### src/hw/rtl/isbn13_string_validator_defines.svh
// assertion macros for the isbn-13 string validator
`ifndef ISBN13_STRING_VALIDATOR_DEFINES_SVH
`define ISBN13_STRING_VALIDATOR_DEFINES_SVH

`ifndef SYNTHESIS
// checked property, quiet while rst is high
`define ISBN13_ASSERT(label, prop, msg) \
  label: assert property (@(posedge clk) disable iff (rst) prop) else $error(msg);
// checked property, also watched during reset
`define ISBN13_ASSERT_ALWAYS(label, prop, msg) \
  label: assert property (@(posedge clk) prop) else $error(msg);
`else
`define ISBN13_ASSERT(label, prop, msg)
`define ISBN13_ASSERT_ALWAYS(label, prop, msg)
`endif

`endif

### src/hw/rtl/isbn13_pkg.sv
// types, constants and helpers shared by the isbn-13 validator modules
package isbn13_pkg;

  typedef enum logic [2:0] {
    ST_VALID    = 3'd0,
    ST_BAD_CHAR = 3'd1,
    ST_TOO_MANY = 3'd2,
    ST_TOO_FEW  = 3'd3,
    ST_HYPHENS  = 3'd4,
    ST_PREFIX   = 3'd5,
    ST_CHECKSUM = 3'd6,
    ST_EXIT     = 3'd7
  } status_t;

  typedef struct packed {
    logic [7:0] ch;
    logic       end_of_line;
  } item_t;

  localparam logic [7:0] CH_ZERO   = 8'h30;
  localparam logic [7:0] CH_SEVEN  = 8'h37;
  localparam logic [7:0] CH_EIGHT  = 8'h38;
  localparam logic [7:0] CH_NINE   = 8'h39;
  localparam logic [7:0] CH_HYPHEN = 8'h2d;

  localparam logic [3:0] DIGITS_NEEDED  = 4'd13;
  localparam logic [3:0] DIGIT_SAT      = 4'd14;
  localparam logic [2:0] HYPHENS_NEEDED = 3'd4;
  localparam logic [2:0] HYPHEN_SAT     = 3'd5;
  localparam logic [1:0] POS_SAT        = 2'd3;
  localparam logic [3:0] TEN            = 4'd10;

  // 3*d mod 10 for a digit value
  function automatic logic [3:0] times3_mod10(input logic [3:0] d);
    logic [3:0] r;
    case (d)
      4'd0:    r = 4'd0;
      4'd1:    r = 4'd3;
      4'd2:    r = 4'd6;
      4'd3:    r = 4'd9;
      4'd4:    r = 4'd2;
      4'd5:    r = 4'd5;
      4'd6:    r = 4'd8;
      4'd7:    r = 4'd1;
      4'd8:    r = 4'd4;
      4'd9:    r = 4'd7;
      default: r = 4'd0;
    endcase
    return r;
  endfunction

endpackage

### src/hw/rtl/isbn13_string_validator.sv
// isbn-13 string validator: one character per transfer, one status per end of line
//
// input channel: in_valid / in_stall carry ch and end_of_line. a character
// transfer updates the running counts and mod-10 sum and gives no result. a
// transfer with end_of_line set closes the string and yields one status on
// the output channel (out_valid / out_stall / status), then clears the state.
// status: 0 valid, 1 bad char, 2 too many digits, 3 too few, 4 hyphens,
// 5 prefix, 6 checksum, 7 exit request (string is just "0").
// an end-of-line item passes the input register, then loads the result register.
// throughput: one transfer per cycle while in_stall is low; each character is
// folded into the state by one stage of counter and mod-10 logic behind the
// input register. a stalled status holds in the result register while
// characters keep flowing; only an end-of-line item waits, and with it the
// input register, so in_stall rises when out_stall holds a status and another
// end of line is pending.
// reset (rst, synchronous): both channels empty, string state cleared.
module isbn13_string_validator (
  input  logic       clk,
  input  logic       rst,
  input  logic       in_valid,
  output logic       in_stall,
  input  logic [7:0] ch,
  input  logic       end_of_line,
  output logic       out_valid,
  input  logic       out_stall,
  output logic [2:0] status
);

  `include "isbn13_string_validator_defines.svh"

  isbn13_pkg::item_t   in_item;
  isbn13_pkg::item_t   held_item;
  isbn13_pkg::status_t verdict;
  logic                held_valid;
  logic                out_free;
  logic                advance;
  logic                result_load;

  assign in_item.ch          = ch;
  assign in_item.end_of_line = end_of_line;

  // a character always moves on; an end of line needs the result slot
  assign advance     = held_valid && (!held_item.end_of_line || out_free);
  assign result_load = advance && held_item.end_of_line;

  isbn13_in_stage u_in (
    .clk        (clk),
    .rst        (rst),
    .in_valid   (in_valid),
    .in_stall   (in_stall),
    .in_item    (in_item),
    .advance    (advance),
    .held_valid (held_valid),
    .held_item  (held_item)
  );

  isbn13_check u_check (
    .clk     (clk),
    .rst     (rst),
    .fire    (advance),
    .item    (held_item),
    .verdict (verdict)
  );

  isbn13_out_stage u_out (
    .clk       (clk),
    .rst       (rst),
    .load      (result_load),
    .verdict   (verdict),
    .free      (out_free),
    .out_valid (out_valid),
    .out_stall (out_stall),
    .status    (status)
  );

  `ISBN13_ASSERT(a_stall_only_on_eol,
    in_stall |-> (held_valid && held_item.end_of_line && out_valid && out_stall),
    "input stalled without a blocked end of line")
  `ISBN13_ASSERT(a_result_from_eol,
    $rose(out_valid) |-> $past(result_load),
    "status produced without an end-of-line transfer")
  `ISBN13_ASSERT(a_no_overwrite,
    (out_valid && out_stall) |-> !result_load,
    "waiting status overwritten")

endmodule

### src/hw/rtl/isbn13_in_stage.sv
// input register that holds one accepted item until the check stage takes it
module isbn13_in_stage (
  input  logic                clk,
  input  logic                rst,
  input  logic                in_valid,
  output logic                in_stall,
  input  isbn13_pkg::item_t   in_item,
  input  logic                advance,
  output logic                held_valid,
  output isbn13_pkg::item_t   held_item
);

  logic take;

  assign in_stall = held_valid && !advance;
  assign take     = in_valid && !in_stall;

  always_ff @(posedge clk) begin
    if (rst) begin
      held_valid <= 1'b0;
    end else if (take) begin
      held_valid <= 1'b1;
    end else if (advance) begin
      held_valid <= 1'b0;
    end
  end

  always_ff @(posedge clk) begin
    if (take) begin
      held_item <= in_item;
    end
  end

endmodule

### src/hw/rtl/isbn13_check.sv
// per-string state: counters, prefix match, weighted mod-10 sum and the verdict
module isbn13_check (
  input  logic                clk,
  input  logic                rst,
  input  logic                fire,
  input  isbn13_pkg::item_t   item,
  output isbn13_pkg::status_t verdict
);

  `include "isbn13_string_validator_defines.svh"

  logic [3:0] digit_count,   digit_count_next;
  logic [2:0] hyphen_count,  hyphen_count_next;
  logic       bad_char_seen, bad_char_seen_next;
  logic [1:0] char_position, char_position_next;
  logic       prefix_ok,     prefix_ok_next;
  logic       first_is_zero, first_is_zero_next;
  logic [3:0] sum_mod_ten,   sum_mod_ten_next;
  logic       weight_odd,    weight_odd_next;

  logic       is_digit;
  logic       is_hyphen;
  logic [3:0] term;
  logic [4:0] raw_sum;

  assign is_digit  = item.ch inside {[isbn13_pkg::CH_ZERO:isbn13_pkg::CH_NINE]};
  assign is_hyphen = (item.ch == isbn13_pkg::CH_HYPHEN);
  // low nibble of an ascii digit is its value
  assign term      = weight_odd ? isbn13_pkg::times3_mod10(item.ch[3:0]) : item.ch[3:0];
  assign raw_sum   = {1'b0, sum_mod_ten} + {1'b0, term};

  always_comb begin
    digit_count_next   = digit_count;
    hyphen_count_next  = hyphen_count;
    bad_char_seen_next = bad_char_seen;
    char_position_next = char_position;
    prefix_ok_next     = prefix_ok;
    first_is_zero_next = first_is_zero;
    sum_mod_ten_next   = sum_mod_ten;
    weight_odd_next    = weight_odd;
    if (item.end_of_line) begin
      digit_count_next   = '0;
      hyphen_count_next  = '0;
      bad_char_seen_next = 1'b0;
      char_position_next = '0;
      prefix_ok_next     = 1'b1;
      first_is_zero_next = 1'b0;
      sum_mod_ten_next   = '0;
      weight_odd_next    = 1'b0;
    end else begin
      case (char_position)
        2'd0: begin
          first_is_zero_next = (item.ch == isbn13_pkg::CH_ZERO);
          if (item.ch != isbn13_pkg::CH_NINE) prefix_ok_next = 1'b0;
        end
        2'd1: begin
          if (item.ch != isbn13_pkg::CH_SEVEN) prefix_ok_next = 1'b0;
        end
        2'd2: begin
          if (!(item.ch inside {isbn13_pkg::CH_EIGHT, isbn13_pkg::CH_NINE})) begin
            prefix_ok_next = 1'b0;
          end
        end
        default: ;
      endcase
      if (char_position < isbn13_pkg::POS_SAT) char_position_next = char_position + 2'd1;
      if (is_digit) begin
        sum_mod_ten_next = (raw_sum >= {1'b0, isbn13_pkg::TEN}) ?
                           4'(raw_sum - {1'b0, isbn13_pkg::TEN}) : raw_sum[3:0];
        weight_odd_next  = !weight_odd;
        if (digit_count < isbn13_pkg::DIGIT_SAT) digit_count_next = digit_count + 4'd1;
      end else if (is_hyphen) begin
        if (hyphen_count < isbn13_pkg::HYPHEN_SAT) hyphen_count_next = hyphen_count + 3'd1;
      end else begin
        bad_char_seen_next = 1'b1;
      end
    end
  end

  always_ff @(posedge clk) begin
    if (rst) begin
      digit_count   <= '0;
      hyphen_count  <= '0;
      bad_char_seen <= 1'b0;
      char_position <= '0;
      prefix_ok     <= 1'b1;
      first_is_zero <= 1'b0;
      sum_mod_ten   <= '0;
      weight_odd    <= 1'b0;
    end else if (fire) begin
      digit_count   <= digit_count_next;
      hyphen_count  <= hyphen_count_next;
      bad_char_seen <= bad_char_seen_next;
      char_position <= char_position_next;
      prefix_ok     <= prefix_ok_next;
      first_is_zero <= first_is_zero_next;
      sum_mod_ten   <= sum_mod_ten_next;
      weight_odd    <= weight_odd_next;
    end
  end

  // verdict on the string seen so far, first failing check wins
  always_comb begin
    if (char_position == 2'd1 && first_is_zero) begin
      verdict = isbn13_pkg::ST_EXIT;
    end else if (bad_char_seen) begin
      verdict = isbn13_pkg::ST_BAD_CHAR;
    end else if (digit_count > isbn13_pkg::DIGITS_NEEDED) begin
      verdict = isbn13_pkg::ST_TOO_MANY;
    end else if (digit_count < isbn13_pkg::DIGITS_NEEDED) begin
      verdict = isbn13_pkg::ST_TOO_FEW;
    end else if (hyphen_count != isbn13_pkg::HYPHENS_NEEDED) begin
      verdict = isbn13_pkg::ST_HYPHENS;
    end else if (!prefix_ok) begin
      verdict = isbn13_pkg::ST_PREFIX;
    end else if (sum_mod_ten != 4'd0) begin
      verdict = isbn13_pkg::ST_CHECKSUM;
    end else begin
      verdict = isbn13_pkg::ST_VALID;
    end
  end

  `ISBN13_ASSERT(a_clear_after_eol,
    $past(fire && item.end_of_line) |-> (digit_count == 4'd0 && hyphen_count == 3'd0 &&
      prefix_ok && !bad_char_seen && char_position == 2'd0),
    "state not cleared after end of line")
  `ISBN13_ASSERT(a_sum_range, sum_mod_ten < isbn13_pkg::TEN,
    "weighted sum left the mod-10 range")
  `ISBN13_ASSERT(a_count_sat,
    digit_count <= isbn13_pkg::DIGIT_SAT && hyphen_count <= isbn13_pkg::HYPHEN_SAT,
    "counter passed its saturation value")
  `ISBN13_ASSERT(a_weight_parity,
    (digit_count < isbn13_pkg::DIGIT_SAT) |-> (weight_odd == digit_count[0]),
    "weight parity disagrees with digit count")

endmodule

### src/hw/rtl/isbn13_out_stage.sv
// result register holding one status until the receiver takes it
module isbn13_out_stage (
  input  logic                clk,
  input  logic                rst,
  input  logic                load,
  input  isbn13_pkg::status_t verdict,
  output logic                free,
  output logic                out_valid,
  input  logic                out_stall,
  output logic [2:0]          status
);

  // the slot is free when empty or being drained this cycle
  assign free = !out_valid || !out_stall;

  always_ff @(posedge clk) begin
    if (rst) begin
      out_valid <= 1'b0;
    end else if (load) begin
      out_valid <= 1'b1;
    end else if (!out_stall) begin
      out_valid <= 1'b0;
    end
  end

  always_ff @(posedge clk) begin
    if (load) begin
      status <= 3'(verdict);
    end
  end

endmodule
### config.mk
export PLATFORM = sky130hd
export DESIGN_NAME = isbn13_string_validator
export DESIGN_NICKNAME = d
export VERILOG_FILES = /design/src/hw/rtl/isbn13_pkg.sv /design/src/hw/rtl/isbn13_string_validator.sv /design/src/hw/rtl/isbn13_in_stage.sv /design/src/hw/rtl/isbn13_check.sv /design/src/hw/rtl/isbn13_out_stage.sv
export VERILOG_INCLUDE_DIRS = /design/src /design/src/hw/rtl
export SDC_FILE = /design/constraint.sdc
export NUM_CORES = 1
export LEC_CHECK = 0
export BUFFER_PORTS_ARGS = -buffer_cell sky130_fd_sc_hd__clkbuf_2
export CORE_MARGIN = 1.5
export CORE_UTILIZATION = 40
export DETAILED_ROUTE_END_ITERATION = 12
export REMOVE_ABC_BUFFERS = 1
export SETUP_SLACK_MARGIN = 0.15
export SLEW_MARGIN = 20
export SYNTH_ARGS = -nofsm -noshare
export SYNTH_HDL_FRONTEND = slang
export SYNTH_SLANG_ARGS = --single-unit
### constraint.sdc
create_clock -name clk -period 6.4 [get_ports clk]
set_input_delay 0 -clock clk [delete_from_list [all_inputs] [get_ports clk]]
set_output_delay 0 -clock clk [all_outputs]
set_load 0.1 [all_outputs]
==> impl_table.tex <==
\begin{tabular}{lr}
\hline
Metric & Value \\
\hline
\multicolumn{2}{l}{\textbf{Routing}} \\
Number of routed nets with antenna violations & 0 \\
Total number of vias & about 1600 \\
Average detailed-routed wire length per instance & roughly 13 um \\
Vias per cell & 5.17 \\
Number of search-and-repair iterations in the first detailed-routing pass & 4 \\
DRC marker count from the first detailed-route iteration & 60 \\
Total Wirelength & 3930 um \\
DRC & 0 \\
\multicolumn{2}{l}{\textbf{Logic synthesis}} \\
Predominant post-synthesis flop cell & sky130\_fd\_sc\_hd\_\_dfxtp\_1 \\
Most frequent cells after synthesis & sky130\_fd\_sc\_hd\_\_dfxtp\_1, sky130\_fd\_sc\_hd\_\_ha\_1, sky130\_fd\_sc\_hd\_\_nand2\_1, sky130\_fd\_sc\_hd\_\_inv\_1, sky130\_fd\_sc\_hd\_\_nor2\_1 \\
Fraction of registers with async set/reset & 0 \\
Number of flops mapped to enable cells by yosys & 12 \\
Leading cell type by number of instances after synthesis & sky130\_fd\_sc\_hd\_\_dfxtp\_1 \\
Number of warnings issued by yosys & 0 \\
Gate Count Post-Synth & around 210 \\
Top cells by area in the synthesized netlist & sky130\_fd\_sc\_hd\_\_dfxtp\_1, sky130\_fd\_sc\_hd\_\_edfxtp\_1, sky130\_fd\_sc\_hd\_\_ha\_1 \\
Combined area of all synthesized cells & 2020 um2 \\
Largest area contributor in the netlist & sky130\_fd\_sc\_hd\_\_dfxtp\_1 \\
Mean instance size in the synthesized netlist & between 9 and 10 um2 \\
Fraction of the yosys area taken by sequential cells & 0.407 \\
FF+latch count, synth & 35 \\
Yosys cell types & 46 \\
Synth top area share & 0.228 \\
\multicolumn{2}{l}{\textbf{Die}} \\
Initial Util & 0.421 \\
Die X-Extent & about 74 um \\
Number of ports placed on the die boundary & 18 \\
Chip Height & approximately 74 um \\
Total die area & 5480 um2 \\
Std-Cell Core Area & 4790 um2 \\
Count of standard-cell rows & 25 \\
\multicolumn{2}{l}{\textbf{STA}} \\
Max Freq & 352 MHz \\
Setup TNS & 0 ns \\
Final critical path time including I/O delays and setup & around 2.8 ns \\
Final critical-path share of the clock period & 0.444 \\
Setup-failing EPs final & 0 \\
Transition time of the tightest slew-check pin & approximately 0.57 ns \\
Clock Skews & between 0.006 and 0.007 ns \\
RSZ-0062 raised after global routing & false \\
Slew Limit Headroom & 0.617 \\
Number of slew-limit violations in the final report & 0 \\
Count of endpoints failing hold in the final timing report & 0 \\
\multicolumn{2}{l}{\textbf{Clocking}} \\
Number of CTS-inserted buffers & 5 \\
Clk sink count & 35 \\
CTS tree & yes \\
Number of instances resized during post-cts repair & 0 \\
Bufs on Longest Clock Path & 2 \\
Cell chosen for the clock root & sky130\_fd\_sc\_hd\_\_clkbuf\_8 \\
Count of hold buffers inserted by post-cts repair & 11 \\
Deepest level of the CTS H-tree & 2 \\
Clock-pin slew on the worst setup and hold paths & roughly 0.070 ns \\
Later-pin clock latency in the skew report & between 0.2 and 0.3 ns \\
Setup Buffers After CTS & 0 \\
\multicolumn{2}{l}{\textbf{Global routing}} \\
Antenna violations before repair & 0 \\
All-Layer GR Usage & 0.164 \\
Via count of the first global-routing pass & around 1500 \\
Largest net degree at the start of global routing & 20 \\
GRT Residual Overflow & 0 \\
Wire length of the first global-routing pass & around 6700 um \\
\multicolumn{2}{l}{\textbf{Placement}} \\
Cell total after placement & 287 \\
Last weighted congestion value of the routability-driven placer & roughly 0.81 \\
\# port buffers & 17 \\
DPL Wire Length & 2850 um \\
\multicolumn{2}{l}{\textbf{Run}} \\
Number of max-cap violations & 0 \\
\multicolumn{2}{l}{\textbf{Power}} \\
Cell area power density & a little under 200 nW/um2 \\
Power, Total & about 0.46 mW \\
Maximum vdd ir drop & 0.135 mV \\
Pleak & between 0.9 and 1 nW \\
\multicolumn{2}{l}{\textbf{Layout}} \\
Area delta synth->final & 16.7\% \\
Area of the multi-input gates & 1110 um2 \\
Number of diodes added for antenna fixing & 0 \\
Area taken by flip-flops and latches & between 800 and 900 um2 \\
Fillers & approximately 460 \\
Fraction of final layout cells sized beyond drive strength 1 & 0.142 \\
Final cell count without fillers & approximately 300 \\
\# nets final & 270 \\
\multicolumn{2}{l}{\textbf{Worst setup path}} \\
Worst setup endpoint & u\_check.sum\_mod\_ten[2] \\
Crit. Startpoint & u\_check.weight\_odd \\
Category of the critical setup timing path & reg -> reg \\
Arrival time of the worst setup path & roughly 3.0 ns \\
Worst R2R Start & u\_check.weight\_odd \\
Reg-to-reg critical path endpoint & u\_check.sum\_mod\_ten[2] \\
Sort of element at the start of the critical path & flop \\
Element type at the critical path end & flop \\
Setup slack of the worst register-to-register path & between 3 and 4 ns \\
Required arrival time at the worst endpoint & about 6.6 ns \\
Length in cells of the worst reg-to-reg path & 10 \\
Biggest fanout along the worst timing path & 7 \\
\multicolumn{2}{l}{\textbf{Hold path}} \\
Worst Hold Path Cells & 2 \\
Type of the tightest min-delay check & in -> reg \\
\multicolumn{2}{l}{\textbf{Run status}} \\
Run status & completed \\
\hline
\end{tabular}
## through the flow
step / utilization / setup slack, ns / hold slack (ns) / instance area (um2)
detailed placement: 0.452 / 3.60 / 0.179 / 2160
finish: 0.492 / 3.56 / 0.155 / 2350
CTS: 0.492 / 3.57 / 0.148 / 2350
floorplan: - / 3.78 / 0.0691 / 1990
global placement: 0.452 / 3.67 / 0.177 / 2160
global route: 0.492 / 3.38 / 0.197 / 2350
## metal layers
layer	part of all wire	track usage	vias to the layer above
met5	0	0	-
met4	0.019	0.0741	0
met3	0.029	0.0407	5
met2	0.45	0.265	34
met1	0.50	0.206	724
li1	-	-	819
## cell families (layout without fill, tap and decap cells)
logic type      count (synthesis)  count (layout)  share of synthesized area
simple gates                   74              74                      0.207
buf+inv                        23              53                     0.0428
flops                          35              35                      0.407
xor+xnor                        4               4                     0.0174
compound gates                 39              39                      0.127
mux                            15              15                     0.0782
fa+ha+maj                      19              19                      0.122
## worst max-delay path: stages, from the launching register on
cell                       delay [ns]
sky130_fd_sc_hd__dfxtp_1         0.46
sky130_fd_sc_hd__mux2_2          0.38
sky130_fd_sc_hd__ha_1            0.24
sky130_fd_sc_hd__fa_1            0.43
sky130_fd_sc_hd__xor2_1          0.19
sky130_fd_sc_hd__inv_1           0.08
sky130_fd_sc_hd__ha_1            0.24
sky130_fd_sc_hd__o221ai_1        0.14
sky130_fd_sc_hd__a31oi_1         0.26
sky130_fd_sc_hd__mux2i_1         0.12
sky130_fd_sc_hd__a22o_1          0.20
## layout by cell type, fill, tap and decap left out, types with 3 or more instances in the layout
cell	Yosys	final
sky130_fd_sc_hd__ha_1	18	18
sky130_fd_sc_hd__nand4_1	4	4
sky130_fd_sc_hd__a21oi_1	11	11
sky130_fd_sc_hd__a21o_1	3	3
sky130_fd_sc_hd__nor4_1	3	3
sky130_fd_sc_hd__mux2i_1	9	9
sky130_fd_sc_hd__clkbuf_2	0	17
sky130_fd_sc_hd__nor3_1	6	6
sky130_fd_sc_hd__a22o_1	3	3
sky130_fd_sc_hd__clkbuf_8	0	5
sky130_fd_sc_hd__o21ai_0	8	8
sky130_fd_sc_hd__edfxtp_1	12	12
sky130_fd_sc_hd__nand2_1	18	18
sky130_fd_sc_hd__nand3_1	8	8
sky130_fd_sc_hd__nor2_1	15	15
sky130_fd_sc_hd__mux2_2	6	6
sky130_fd_sc_hd__inv_1	17	17
sky130_fd_sc_hd__dlygate4sd3_1	0	11
sky130_fd_sc_hd__dfxtp_1	23	23
sky130_fd_sc_hd__xnor2_1	3	3
## worst min-delay path by stage
stage,startpoint,endpoint,slack (ns)
6_report,rst,u_check.sum_mod_ten[0],0.16
5_1_grt,rst,u_check.char_position[1],0.20
4_1_cts,rst,u_in.held_valid,0.15
3_5_place_dp,ch[7],u_in.held_item[8],0.18
3_3_place_gp,ch[4],u_in.held_item[5],0.18
2_1_floorplan,rst,u_check.char_position[1],0.07
## area by class of cell
class,count,area share
clock buffers,6,0.0308
inverters,17,0.0271
multi-input cells,151,0.472
flip-flops and latches,35,0.349
well taps,67,0.0356
clock inverters,2,0.00319
repair buffers,28,0.0829
## where the power goes
group | switching (mW) | internal (mW)
logic | 0.0324 | 0.0252
registers | 0.00910 | 0.240
clock network | 0.0765 | 0.0742
(Power assumes the default switching activity.)
